===== src/rtl/core/sps_pkg.sv =====
`timescale 1ns / 1ps

package sps_pkg;

    localparam int SINE_ENTRIES = 32;
    localparam int TABLE_SCALE  = 32768;
    localparam int IDX_W        = $clog2(SINE_ENTRIES);
    localparam int MICRO_W      = IDX_W + 2;

    localparam int CFG_IDX_W  = 3;
    localparam int CFG_DATA_W = 16;

    typedef logic [15:0] t_level;

    localparam logic [1:0] MODE_FULL = 2'd0;
    localparam logic [1:0] MODE_HALF = 2'd1;

    localparam logic [1:0] ACT_STEP = 2'd0;
    localparam logic [1:0] ACT_STOP = 2'd1;
    localparam logic [1:0] ACT_LOAD = 2'd2;

    localparam logic [CFG_IDX_W-1:0] REG_STEP_MODE  = 3'd0;
    localparam logic [CFG_IDX_W-1:0] REG_FULL_LEVEL = 3'd1;
    localparam logic [CFG_IDX_W-1:0] REG_HALF_LEVEL = 3'd2;
    localparam logic [CFG_IDX_W-1:0] REG_RUN_AMP    = 3'd3;
    localparam logic [CFG_IDX_W-1:0] REG_HOLD_AMP   = 3'd4;
    localparam logic [CFG_IDX_W-1:0] REG_RELEASE    = 3'd5;

    localparam t_level AMP_LIMIT = 16'd32768;

    // quarter-sine entry, rescaled to the table scale
    function automatic t_level sine_value(input logic [IDX_W-1:0] idx);
        logic [15:0] raw;
        logic [31:0] scaled;
        unique case (idx)
            5'd0:  raw = 16'd804;
            5'd1:  raw = 16'd2411;
            5'd2:  raw = 16'd4011;
            5'd3:  raw = 16'd5602;
            5'd4:  raw = 16'd7180;
            5'd5:  raw = 16'd8740;
            5'd6:  raw = 16'd10279;
            5'd7:  raw = 16'd11793;
            5'd8:  raw = 16'd13279;
            5'd9:  raw = 16'd14733;
            5'd10: raw = 16'd16151;
            5'd11: raw = 16'd17531;
            5'd12: raw = 16'd18868;
            5'd13: raw = 16'd20160;
            5'd14: raw = 16'd21403;
            5'd15: raw = 16'd22595;
            5'd16: raw = 16'd23732;
            5'd17: raw = 16'd24812;
            5'd18: raw = 16'd25833;
            5'd19: raw = 16'd26791;
            5'd20: raw = 16'd27684;
            5'd21: raw = 16'd28511;
            5'd22: raw = 16'd29269;
            5'd23: raw = 16'd29957;
            5'd24: raw = 16'd30572;
            5'd25: raw = 16'd31114;
            5'd26: raw = 16'd31581;
            5'd27: raw = 16'd31972;
            5'd28: raw = 16'd32286;
            5'd29: raw = 16'd32522;
            5'd30: raw = 16'd32679;
            default: raw = 16'd32758;
        endcase
        scaled = 32'(raw) * 32'(TABLE_SCALE) + 32'd16384;
        return scaled[30:15];
    endfunction

    function automatic t_level clamp_amp(input t_level v);
        return (v > AMP_LIMIT) ? AMP_LIMIT : v;
    endfunction

endpackage


===== src/rtl/core/stepper_phase_sequencer.sv =====
`timescale 1ns / 1ps
// order: an item passes the input stage, then the result register
// throughput: one item per cycle when not stalled, set by the single
//   compute stage that updates phase, position and coil state together
// reset: synchronous active-low; config returns to defaults; phases,
//   position, coils, amplitude clear to zero; input data not reset
module stepper_phase_sequencer #(
    parameter int POSITION_BITS = 32
) (
    input  logic                           i_clk,
    input  logic                           i_rst_n,
    input  logic                           i_cfg_we,
    input  logic [sps_pkg::CFG_IDX_W-1:0]  i_cfg_idx,
    input  logic [sps_pkg::CFG_DATA_W-1:0] i_cfg_data,
    input  logic                           i_in_valid,
    output logic                           o_in_ready,
    input  logic [1:0]                     i_action,
    input  logic                           i_reverse,
    input  logic signed [31:0]             i_preset_position,
    output logic                           o_out_valid,
    input  logic                           i_out_ready,
    output logic [15:0]                    o_coil_a,
    output logic [15:0]                    o_coil_b,
    output logic [15:0]                    o_coil_c,
    output logic [15:0]                    o_coil_d,
    output logic [15:0]                    o_scale_amplitude,
    output logic signed [31:0]             o_current_position
);
    import sps_pkg::*;

    // config
    logic [1:0] r_step_mode;
    t_level     r_full_level;
    t_level     r_half_level;
    t_level     r_run_amp;
    t_level     r_hold_amp;
    logic       r_release;

    // input stage
    logic        r_in_vld;
    logic [1:0]  r_action;
    logic        r_reverse;
    logic [31:0] r_preset;

    // state, doubles as the result register
    logic                     r_out_vld;
    logic [2:0]               r_coarse, n_coarse;
    logic [MICRO_W-1:0]       r_micro, n_micro;
    logic [POSITION_BITS-1:0] r_pos, n_pos;
    t_level                   r_coils [4];
    t_level                   n_coils [4];
    t_level                   r_amp, n_amp;

    logic             w_adv;
    logic [IDX_W-1:0] w_idx;
    t_level           w_s;
    t_level           w_c;
    t_level           w_f;
    t_level           w_h;
    logic [63:0]      w_preset_ext;
    logic [63:0]      w_pos_ext;

    assign w_adv      = !r_out_vld || i_out_ready;
    assign o_in_ready = !r_in_vld || w_adv;

    always_ff @(posedge i_clk) begin
        if (!i_rst_n) begin
            r_step_mode  <= 2'd2;
            r_full_level <= 16'd32768;
            r_half_level <= 16'd23170;
            r_run_amp    <= 16'd32768;
            r_hold_amp   <= 16'd8192;
            r_release    <= 1'b0;
        end else if (i_cfg_we) begin
            unique case (i_cfg_idx)
                REG_STEP_MODE:  r_step_mode  <= i_cfg_data[1:0];
                REG_FULL_LEVEL: r_full_level <= i_cfg_data;
                REG_HALF_LEVEL: r_half_level <= i_cfg_data;
                REG_RUN_AMP:    r_run_amp    <= i_cfg_data;
                REG_HOLD_AMP:   r_hold_amp   <= i_cfg_data;
                REG_RELEASE:    r_release    <= i_cfg_data[0];
                default: ;
            endcase
        end
    end

    always_ff @(posedge i_clk) begin
        if (!i_rst_n) begin
            r_in_vld <= 1'b0;
        end else if (o_in_ready) begin
            r_in_vld <= i_in_valid;
        end
    end

    always_ff @(posedge i_clk) begin
        if (o_in_ready && i_in_valid) begin
            r_action  <= i_action;
            r_reverse <= i_reverse;
            r_preset  <= i_preset_position;
        end
    end

    assign w_idx        = r_micro[IDX_W-1:0];
    assign w_s          = sine_value(w_idx);
    assign w_c          = sine_value(~w_idx);
    assign w_f          = r_full_level;
    assign w_h          = r_half_level;
    assign w_preset_ext = {{32{r_preset[31]}}, r_preset};

    always_comb begin
        n_coarse = r_coarse;
        n_micro  = r_micro;
        n_pos    = r_pos;
        n_amp    = r_amp;
        for (int k = 0; k < 4; k++) begin
            n_coils[k] = r_coils[k];
        end
        unique case (r_action)
            ACT_STEP: begin
                n_amp = clamp_amp(r_run_amp);
                n_pos = r_reverse ? r_pos - 1'b1 : r_pos + 1'b1;
                if (r_step_mode == MODE_FULL) begin
                    n_coarse = r_reverse ? r_coarse + 3'd2 : r_coarse + 3'd6;
                    unique case (r_coarse)
                        3'd0: n_coils = '{16'd0, w_f, 16'd0, w_f};
                        3'd2: n_coils = '{16'd0, w_f, w_f, 16'd0};
                        3'd4: n_coils = '{w_f, 16'd0, w_f, 16'd0};
                        3'd6: n_coils = '{w_f, 16'd0, 16'd0, w_f};
                        default: begin
                            n_coils  = '{16'd0, 16'd0, 16'd0, 16'd0};
                            n_coarse = 3'd0;
                        end
                    endcase
                end else if (r_step_mode == MODE_HALF) begin
                    n_coarse = r_reverse ? r_coarse + 3'd1 : r_coarse + 3'd7;
                    unique case (r_coarse)
                        3'd0:    n_coils = '{16'd0, w_f, 16'd0, 16'd0};
                        3'd1:    n_coils = '{16'd0, w_h, w_h, 16'd0};
                        3'd2:    n_coils = '{16'd0, 16'd0, w_f, 16'd0};
                        3'd3:    n_coils = '{w_h, 16'd0, w_h, 16'd0};
                        3'd4:    n_coils = '{w_f, 16'd0, 16'd0, 16'd0};
                        3'd5:    n_coils = '{w_h, 16'd0, 16'd0, w_h};
                        3'd6:    n_coils = '{16'd0, 16'd0, 16'd0, w_f};
                        default: n_coils = '{16'd0, w_h, 16'd0, w_h};
                    endcase
                end else begin
                    n_micro = r_micro + 1'b1;
                    unique case ({r_reverse, r_micro[MICRO_W-1 -: 2]})
                        3'b000:  n_coils = '{16'd0, w_c, 16'd0, w_s};
                        3'b001:  n_coils = '{w_s, 16'd0, 16'd0, w_c};
                        3'b010:  n_coils = '{w_c, 16'd0, w_s, 16'd0};
                        3'b011:  n_coils = '{16'd0, w_s, w_c, 16'd0};
                        3'b100:  n_coils = '{16'd0, w_c, w_s, 16'd0};
                        3'b101:  n_coils = '{w_s, 16'd0, w_c, 16'd0};
                        3'b110:  n_coils = '{w_c, 16'd0, 16'd0, w_s};
                        default: n_coils = '{16'd0, w_s, 16'd0, w_c};
                    endcase
                end
            end
            ACT_STOP: begin
                n_amp = clamp_amp(r_hold_amp);
                if (r_release) begin
                    n_coils = '{16'd0, 16'd0, 16'd0, 16'd0};
                end
            end
            ACT_LOAD: begin
                n_pos = w_preset_ext[POSITION_BITS-1:0];
            end
            default: ;
        endcase
    end

    always_ff @(posedge i_clk) begin
        if (!i_rst_n) begin
            r_out_vld <= 1'b0;
            r_coarse  <= '0;
            r_micro   <= '0;
            r_pos     <= '0;
            r_amp     <= '0;
            for (int k = 0; k < 4; k++) begin
                r_coils[k] <= '0;
            end
        end else if (w_adv) begin
            r_out_vld <= r_in_vld;
            if (r_in_vld) begin
                r_coarse <= n_coarse;
                r_micro  <= n_micro;
                r_pos    <= n_pos;
                r_amp    <= n_amp;
                for (int k = 0; k < 4; k++) begin
                    r_coils[k] <= n_coils[k];
                end
            end
        end
    end

    assign w_pos_ext          = 64'(r_pos);
    assign o_out_valid        = r_out_vld;
    assign o_coil_a           = r_coils[0];
    assign o_coil_b           = r_coils[1];
    assign o_coil_c           = r_coils[2];
    assign o_coil_d           = r_coils[3];
    assign o_scale_amplitude  = r_amp;
    assign o_current_position = w_pos_ext[31:0];

endmodule


===== config.mk =====
export PLATFORM = sky130hd
export DESIGN_NAME = stepper_phase_sequencer
export DESIGN_NICKNAME = d
export VERILOG_FILES = /design/src/rtl/core/sps_pkg.sv /design/src/rtl/core/stepper_phase_sequencer.sv
export SDC_FILE = /design/constraint.sdc
export NUM_CORES = 1
export LEC_CHECK = 0
export BUFFER_PORTS_ARGS = -buffer_cell sky130_fd_sc_hd__buf_4
export CAP_MARGIN = 20
export CORE_ASPECT_RATIO = 0.75
export CORE_MARGIN = 1.5
export CORE_UTILIZATION = 30
export DETAILED_ROUTE_END_ITERATION = 10
export HOLD_SLACK_MARGIN = 0.03
export REMOVE_ABC_BUFFERS = 1
export SLEW_MARGIN = 25
export SYNTH_ARGS = -nofsm -noshare
export SYNTH_HDL_FRONTEND = slang
export SYNTH_SLANG_ARGS = --single-unit

===== constraint.sdc =====
create_clock -name i_clk -period 3 [get_ports i_clk]
set_input_delay 0.45 -clock i_clk [delete_from_list [all_inputs] [get_ports i_clk]]
set_output_delay 0.45 -clock i_clk [all_outputs]
set_load 0.02 [all_outputs]

### Yosys cells after proc, flatten, opt, wreduce, memory -nomap -nowiden

Memory sizes are Yosys's and may differ from the RTL's. A register that Yosys moved wholly into a read port is not among the register bits.
Cells that the tools add are included.

* $add $sub $neg: 9
* bitwise logic cells: 7
* $lt $le $gt $ge: 2
* multiplexer cells: 28
* equal/unequal tests: 20
* reductions and logical operators: 24

Operator list (number)
* 64-bit one-hot mux with 7 select lines: 2
* 64-bit one-hot mux with 4 select lines: 1
* 64-bit 2-to-1 mux: 3
* 64-bit one-hot mux with 2 select lines: 1
* 16-bit 2-to-1 mux: 6
* 32-bit one-hot mux with 2 select lines: 1
* 31-bit by 15-bit adder with 31-bit output (second input constant): 2
* 32-bit by 1-bit adder with 32-bit output (second input constant): 1
* 16-bit > comparator (second input constant): 2
* 32-bit 2-to-1 mux: 1
* 16-bit one-hot mux with 2 select lines: 1
* 32-bit by 1-bit subtractor with 32-bit output (second input constant): 1
* 3-bit equality test (second input constant): 8
* 3-bit by 2-bit equality test with 1-bit output (second input constant): 6
* 3-bit 2-to-1 mux: 5
* 2-bit AND reduction: 6
* 5-bit 2-to-1 mux: 2
* 3-bit by 1-bit equality test with 1-bit output (second input constant): 3
* 3-bit logical NOT: 3
* 7-bit by 1-bit adder with 7-bit output (second input constant): 1
* 3-bit adder (second input constant): 2
* 3-bit AND reduction: 2
* 2-bit nonzero test: 3
* 1-bit 2-to-1 mux: 5
* 14 further kinds: 22

* word-level logic and storage cells: 108
* output and inout bits: 114
* memories: 3
* register bits: 162
* RAM bits: 64
* memory bits (read-only): 960

Memory list
* (no name shown): depth 32, bits a word 15, rd ports 1, clocked after memory_dff 0, write ports 0, RTL line sps_pkg.sv:35 `unique case (idx)`
* (no name shown): depth 32, bits a word 15, rd ports 1, clocked after memory_dff 1, write ports 0, RTL line sps_pkg.sv:35
* r_coils: depth 4, bits a word 16, rd ports 4, clocked after memory_dff 0, write ports 4, RTL line stepper_phase_sequencer.sv:50 `t_level r_coils [4];`

### Longest topological paths before layout

Gate-level depths: netlist of run 1.
An unclocked memory read counts as a cell.

* depth after elaboration: 8
* depth in mapped cells: 11
* mapped depth without buffers: 10

### Worst setup path after synthesis of run 1

No wires, ideal clock.

* path kind: input port to flip-flop
* start point: in i_out_ready
* end point: mem r_coils[0][0] (netlist name), enable pin
* stages on the path: 5
* slack: -0.204 ns
* data required time: 2.576 ns
* arrival time: 2.780 ns
* buffers on the path: 1
* cells stage by stage: and2b_1 > nor3_1 > clkbuf_1 > o21ai_0 > nand2_1

RTL lines
* from (decl): RTL line stepper_phase_sequencer.sv:21 `input logic i_out_ready,`
* to (decl): RTL line stepper_phase_sequencer.sv:50

==> results.ini, run 1 <==
[final_layout]
n_antenna_cell = 0
postLayoutCoreUtil_pct = 37.7
mostFrequentLayoutCell = nand2_1
fin_cells = 2461
final_area_mm2 = 0.0173
nets = 1955
syn_to_final_growth_pct = 24.1
mostFrequentLayoutCells = nand2_1 (288), buf_4 (248), a21oi_1 (181)
drive_gt1_share_pct = 17.8

[global_routing]
grt_pass1_vias = 12900
globalRouteMet1Util_pct = 29.7
grt_start_max_net_pins = 76
grt_use_total_pct = 20.1
grt_pass1_wl_um = 75700
met2_usage_pct = 28.5
busiest_layer = met1
antenna_found_initial = 0
overflow = 0
grt_use_met3_pct = 6.28

[timing]
slew_headroom_pct = 39.6
final_max_slew_viol_count = 0
worstMarginPinSlew_ns = 0.903
whs_ns = 0.0533
setup_ws_ns = 0.132
max_freq_mhz = 349
period_share_pct = 95.6
setup_viol = 0
hold_viol = 0
period_minus_slack_ns = 2.87
finalSetupTns_ns = 0
grt_setup_unrepaired = yes
fin_skew_ns = 0.0211

[setup_path]
critPathSlowestCell = a222oi_1
crit_fanout = 9
end_kind = flip-flop
crit_type = reg2reg
crit_family = compound AO/OA/AOI/OAI gates
max_stage_delay_ns = 0.57
cp-start-kind = flip-flop
crit_buf_inv = 1
critPathRequiredTime_ns = 3.29
path_cells = inv_1, ha_1, mux2_2, nor2_1, a21oi_1, a21oi_1, o21ai_0, a222oi_1, nor2_1
cp.arrival_ns = 3.16

[yosys]
synth_area_leaders = edfxtp_1 (21%), dfxtp_1 (20%), nand2_1 (7.8%)
ys_types = 74
synth_top_area_cell = edfxtp_1
synthCells = 1667
synth_edf_count = 99
ys_warn_count = 0
ys_seq_area_share_pct = 41.8
synth_top_cell_area_share_pct = 21.4
avgSynthCellArea_um2 = 8.35
yosys_register_bits = 241
synthArstFlopShare_pct = 0
synthesis.area_mm2 = 0.0139
ys.flop_type = dfxtp_1

[cts]
path_clk_slew_ns = 0.07
cts_inserted_buffers = 27
clk_latency_ns = 0.57
clockBufferDepth = 3
cts_tree = yes
clock-sinks = 241
cts_max_level = 1
cts-root-buf = clkbuf_16

[floorplan]
die_h_um = 190
start_util_pct = 30.3
die_x_um = 252
rows = 68
io_pins = 173
coreArea_mm2 = 0.0459
die-area_mm2 = 0.0477

[placement]
pre_cts_ws_ns = 0.0864
io_buffers = 172
gp_congestion = 0.954
dp.cells = 2382
place_area_mm2 = 0.0160
hpwl_um = 35600

[detailed_routing]
ant_nets = 0
vias = 13600
via_per_inst = 5.54
wl_per_cell_um = 20.0
drt_pass1_iterations = 9
wl_um = 49200
dr.first_iter.drc_count = 1776
drc = 0

[worst_hold_path]
hold_path.class = in2reg

[pwr]
p_per_area_mw_per_mm2 = 472
p_leak_nw = 6.56
vdd_drop_max_v = 0.000473
finalPower_mw = 8.16

[outcome]
outcome = completed

[run]
maxCapViolCount = 0

cells in the mapped netlist, types with 26 or more instances:
master and number:
a211oi_1 28, a21oi_1 183, a222oi_1 37, clkbuf_1 98, dfxtp_1 142, edfxtp_1 99
ha_1 49, inv_1 29, mux2i_1 30, nand2_1 289, nor2_1 170, nor3_1 26
o21ai_0 110, xnor2_1 29
metal layers:
layer | up-vias | wire length [um]
li1 | 6441 | -
met1 | 6477 | 22900
met2 | 658 | 20000
met3 | 66 | 5520
met4 | 0 | 767
met5 | - | 0
cell families after synthesis:
logic type	after synthesis	synth area share, %
buffers and inverters	163	4.67
AND/OR/NAND/NOR	604	18.7
AO/OA/AOI/OAI	531	24.7
XOR/XNOR	38	2.39
adder cells (fa/ha/maj)	51	4.69
multiplexers	39	3.02
flip-flops	241	41.8
registers in the layout, summed over array words and instances (netlist names), 7 cells and up:
| register | cells |
|---|---|
| r_coils | 64 |
| o_current_position | 32 |
| r_preset | 32 |
| o_scale_amplitude | 16 |
| r_full_level | 16 |
| r_half_level | 16 |
| r_hold_amp | 16 |
| r_run_amp | 16 |
| w_s | 15 |
| r_micro | 7 |
path summary, 6_finish.rpt:
path	slack [ns]	cells past startpoint	end	start
max	0.13	9	r_coils[0][5]	r_micro[0]
min	0.05	1	r_preset[23]	i_preset_position[23]
max reg2reg	0.13	9	r_coils[0][5]	r_micro[0]
min reg2reg	0.47	2	r_release	r_release
timing repair:
| item | in CTS | in global routing |
|---|---|---|
| resized for setup | 0 | 6 |
| endpoints found under the hold margin | 27 | 1 |
| setup endpoints to repair | 0 | 6 |
| buffers inserted | 0 | 1 |
| hold buffers | 27 | 1 |
power by group:
part	total (mW)	switching (mW)	leakage [nW]	internal [mW]
logic	1.05	0.631	3.94	0.414
clock network	3.46	1.50	0.459	1.96
registers	3.65	0.106	2.16	3.55
final cells by class:
class	instances	area, um2
inverters	34	128
multi-input cells	1263	7480
clock inverters	19	186
well taps	595	744
repair buffers	278	2180
flip-flops and latches	241	5820
clock buffers	31	732
fillers	4676	28600
Power figures use the tool's default switching activity.
==> run 2: changes to the inputs <==
Clock period 3 ns to 2.7 ns, I/O delays scaled along.
==> run 2 against run 1 <==
Against the previous run:
- the run now ends with negative setup slack left
- worst setup slack worse by 0.17 ns
- global-route usage rose by 0.34 points
- critical path depth increased by 2
- sequential power is 11% higher
- wire length up 2.9%
- largest cell class unchanged
- largest power group unchanged
- highest routed layer unchanged
==> results.ini, run 2 (synthesis gave the netlist of run 1 again) <==
[timing]
worstMarginPinSlew_ns = 1.10  ; was 0.903 ns
whs_ns = 0.113  ; was 0.0533 ns
period_share_pct = 101  ; was 95.6%
max_freq_mhz = 365  ; was 349 MHz
setup_ws_ns = -0.0395  ; was 0.132 ns
finalSetupTns_ns = -0.0548  ; was 0 ns
grt_setup_unrepaired = yes  ; unchanged
fin_skew_ns = 0.0138  ; was 0.0211 ns
final_max_slew_viol_count = 0  ; unchanged
hold_viol = 0  ; unchanged
slew_headroom_pct = 26.1  ; was 39.6%
period_minus_slack_ns = 2.74  ; was 2.87 ns
setup_viol = 2  ; was 0

[cts]
cts_inserted_buffers = 27  ; unchanged
clk_latency_ns = 0.57  ; about the same
clockBufferDepth = 3  ; unchanged
cts-root-buf = clkbuf_16  ; unchanged
cts_tree = yes  ; unchanged
clock-sinks = 241  ; unchanged
cts_max_level = 1  ; unchanged
path_clk_slew_ns = 0.06  ; was 0.07 ns

[final_layout]
drive_gt1_share_pct = 21.5  ; was 17.8%
largest_reg_flops = 64  ; unchanged
n_antenna_cell = 0  ; unchanged
syn_to_final_growth_pct = 30.0  ; was 24.1%
nets = 2028  ; was 1955
mostFrequentLayoutCells = buf_4 (304), nand2_1 (288), a21oi_1 (179)  ; was nand2_1 (288), buf_4 (248), a21oi_1 (181)
mostFrequentLayoutCell = buf_4  ; was nand2_1
largest-register = r_coils  ; unchanged

[setup_path]
crit_top_cell = a21o_1
end_kind = flip-flop  ; unchanged
path_cells = buf_12, buf_4, ha_1, a21o_1, a31o_2, a21o_1, a211oi_2, o31a_1, o21ai_0, xnor2_1, a311oi_1  ; was inv_1, ha_1, mux2_2, nor2_1, a21oi_1, a21oi_1, o21ai_0, a222oi_1, nor2_1
max_stage_delay_ns = 0.41  ; was 0.57 ns
crit_type = reg2reg  ; unchanged
crit_buf_inv = 2  ; was 1
crit_family = compound AO/OA/AOI/OAI gates  ; unchanged
critPathRequiredTime_ns = 3.16  ; was 3.29 ns
crit_fanout = 24  ; was 9
cp-start-kind = flip-flop  ; unchanged
cp.arrival_ns = 3.20  ; was 3.16 ns
critPathSlowestCell = edfxtp_1  ; was a222oi_1

[pwr]
p_comb_share_pct = 13.8  ; was 12.8%
finalPower_mw = 9.26  ; was 8.16 mW
p_leak_nw = 6.94  ; was 6.56 nW
switching_share_pct = 27.0  ; was 27.5%
intPower_mw = 6.75  ; was 5.92 mW
vdd_drop_max_v = 0.000403  ; was 0.000473 V
p_per_area_mw_per_mm2 = 512  ; was 472 mW/mm2
clkPwrFrac_pct = 42.3  ; was 42.4%
p_sw_mw = 2.50  ; was 2.24 mW
seq_power_share_pct = 43.8  ; was 44.8%

[floorplan]
die_x_um = 252  ; unchanged
coreArea_mm2 = 0.0459  ; unchanged
die-area_mm2 = 0.0477  ; unchanged
die_h_um = 190  ; unchanged
rows = 68  ; unchanged
start_util_pct = 30.3  ; unchanged
io_pins = 173  ; unchanged

[detailed_routing]
dr.first_iter.drc_count = 1739  ; was 1776
via_per_inst = 5.53  ; was 5.54
drc = 0  ; unchanged
drt_pass1_iterations = 10  ; was 9
vias = 14000  ; was 13600
ant_nets = 0  ; unchanged
wl_per_cell_um = 20.0  ; about the same
wl_um = 50700  ; was 49200 um

[run]
maxCapViolCount = 0  ; unchanged

[global_routing]
antenna_found_initial = 0  ; unchanged
grt_pass1_wl_um = 77000  ; was 75700 um
grt_pass1_vias = 13200  ; was 12900
grt_use_total_pct = 20.4  ; was 20.1%
grt_start_max_net_pins = 65  ; was 76
overflow = 0  ; unchanged

[placement]
pre_cts_ws_ns = -0.145  ; was 0.0864 ns
io_buffers = 172  ; unchanged
gp_congestion = 0.931  ; was 0.954
hpwl_um = 36500  ; was 35600 um

[outcome]
violations = negative setup slack
outcome = complete, but fails checks  ; was completed

[worst_hold_path]
hold_path.class = in2reg  ; unchanged

## run 2: cell types whose count changed in the layout (fill, tap and decap cells not counted), moves of 4 or more
| cell | before | now |
|---|---|---|
| buf_12 | 2 | 9 |
| buf_4 | 248 | 304 |
| dlygate4sd3_1 | 28 | 36 |
| ha_1 | 49 | 45 |
| o21ai_1 | 1 | 5 |
## run 2: path summary, 6_finish.rpt
| path | start | endpoint | slack, ns | depth (start not counted) |
|---|---|---|---|---|
| worst max register to register | r_reverse | o_current_position[30] | -0.04 | 11 |
| worst min-delay path | i_cfg_data[2] | r_hold_amp[2] | 0.11 | 3 |
| worst min register to register | r_release | r_release | 0.46 | 2 |
| worst max-delay path | r_reverse | o_current_position[30] | -0.04 | 11 |
## run 2: repair_timing
item / 4_1_cts / 5_1_grt
endpoints found under the setup margin: 3 / 24
hold endpoints to repair: 36 / 0
pin swaps: 3 / 7
resized for setup: 4 / 30
setup buffers: 2 / 4
hold buffers: 36 / 0
cloned: 0 / 0
## run 2: tightest hold or removal path, cell delays in order
cell,delay [ns]
buf_4,0.13
nand2_1,0.05
a21oi_1,0.05
## run 2: routing by layer
layer	global-route usage, %	vias to the layer above	routed length [um]
li1	-	6596	-
met5	0	-	0
met4	4.61	0	1070
met2	29.0	670	20300
met1	31.2	6679	24400
met3	4.15	75	4850
## run 2: cell type report
type                       instances  area (um2)
clock buffer                      33         749
tap                              595         744
multi-input combinational       1263        7630
clock inverter                    17         183
timing repair buffer             351        2850
fill                            4612       27800
sequential                       241        5820
inverter                          34         128
## run 2: metrics by stage
| step | cell area [um2] | std cells | utilization (%) |
|---|---|---|---|
| 6_report | 18100 | 2534 | 39.5 |
| 5_1_grt | 18100 | 2534 | 39.5 |
| 4_1_cts | 17900 | 2530 | 39.1 |
| 3_5_place_dp | 16600 | 2442 | 36.2 |
| 3_3_place_gp | 16600 | 2442 | 36.2 |
| 2_1_floorplan | 13400 | 1538 | - |
## run 2: power groups by stage
stage / combinational (mW) / sequential, mW / clock (mW)
floorplan: 0.523 / 4.21 / 0
global route: 1.38 / 4.07 / 4.13
global placement: 1.19 / 4.13 / 0
detailed placement: 1.20 / 4.13 / 0
CTS: 1.25 / 4.05 / 4.00
finish: 1.28 / 4.06 / 3.92
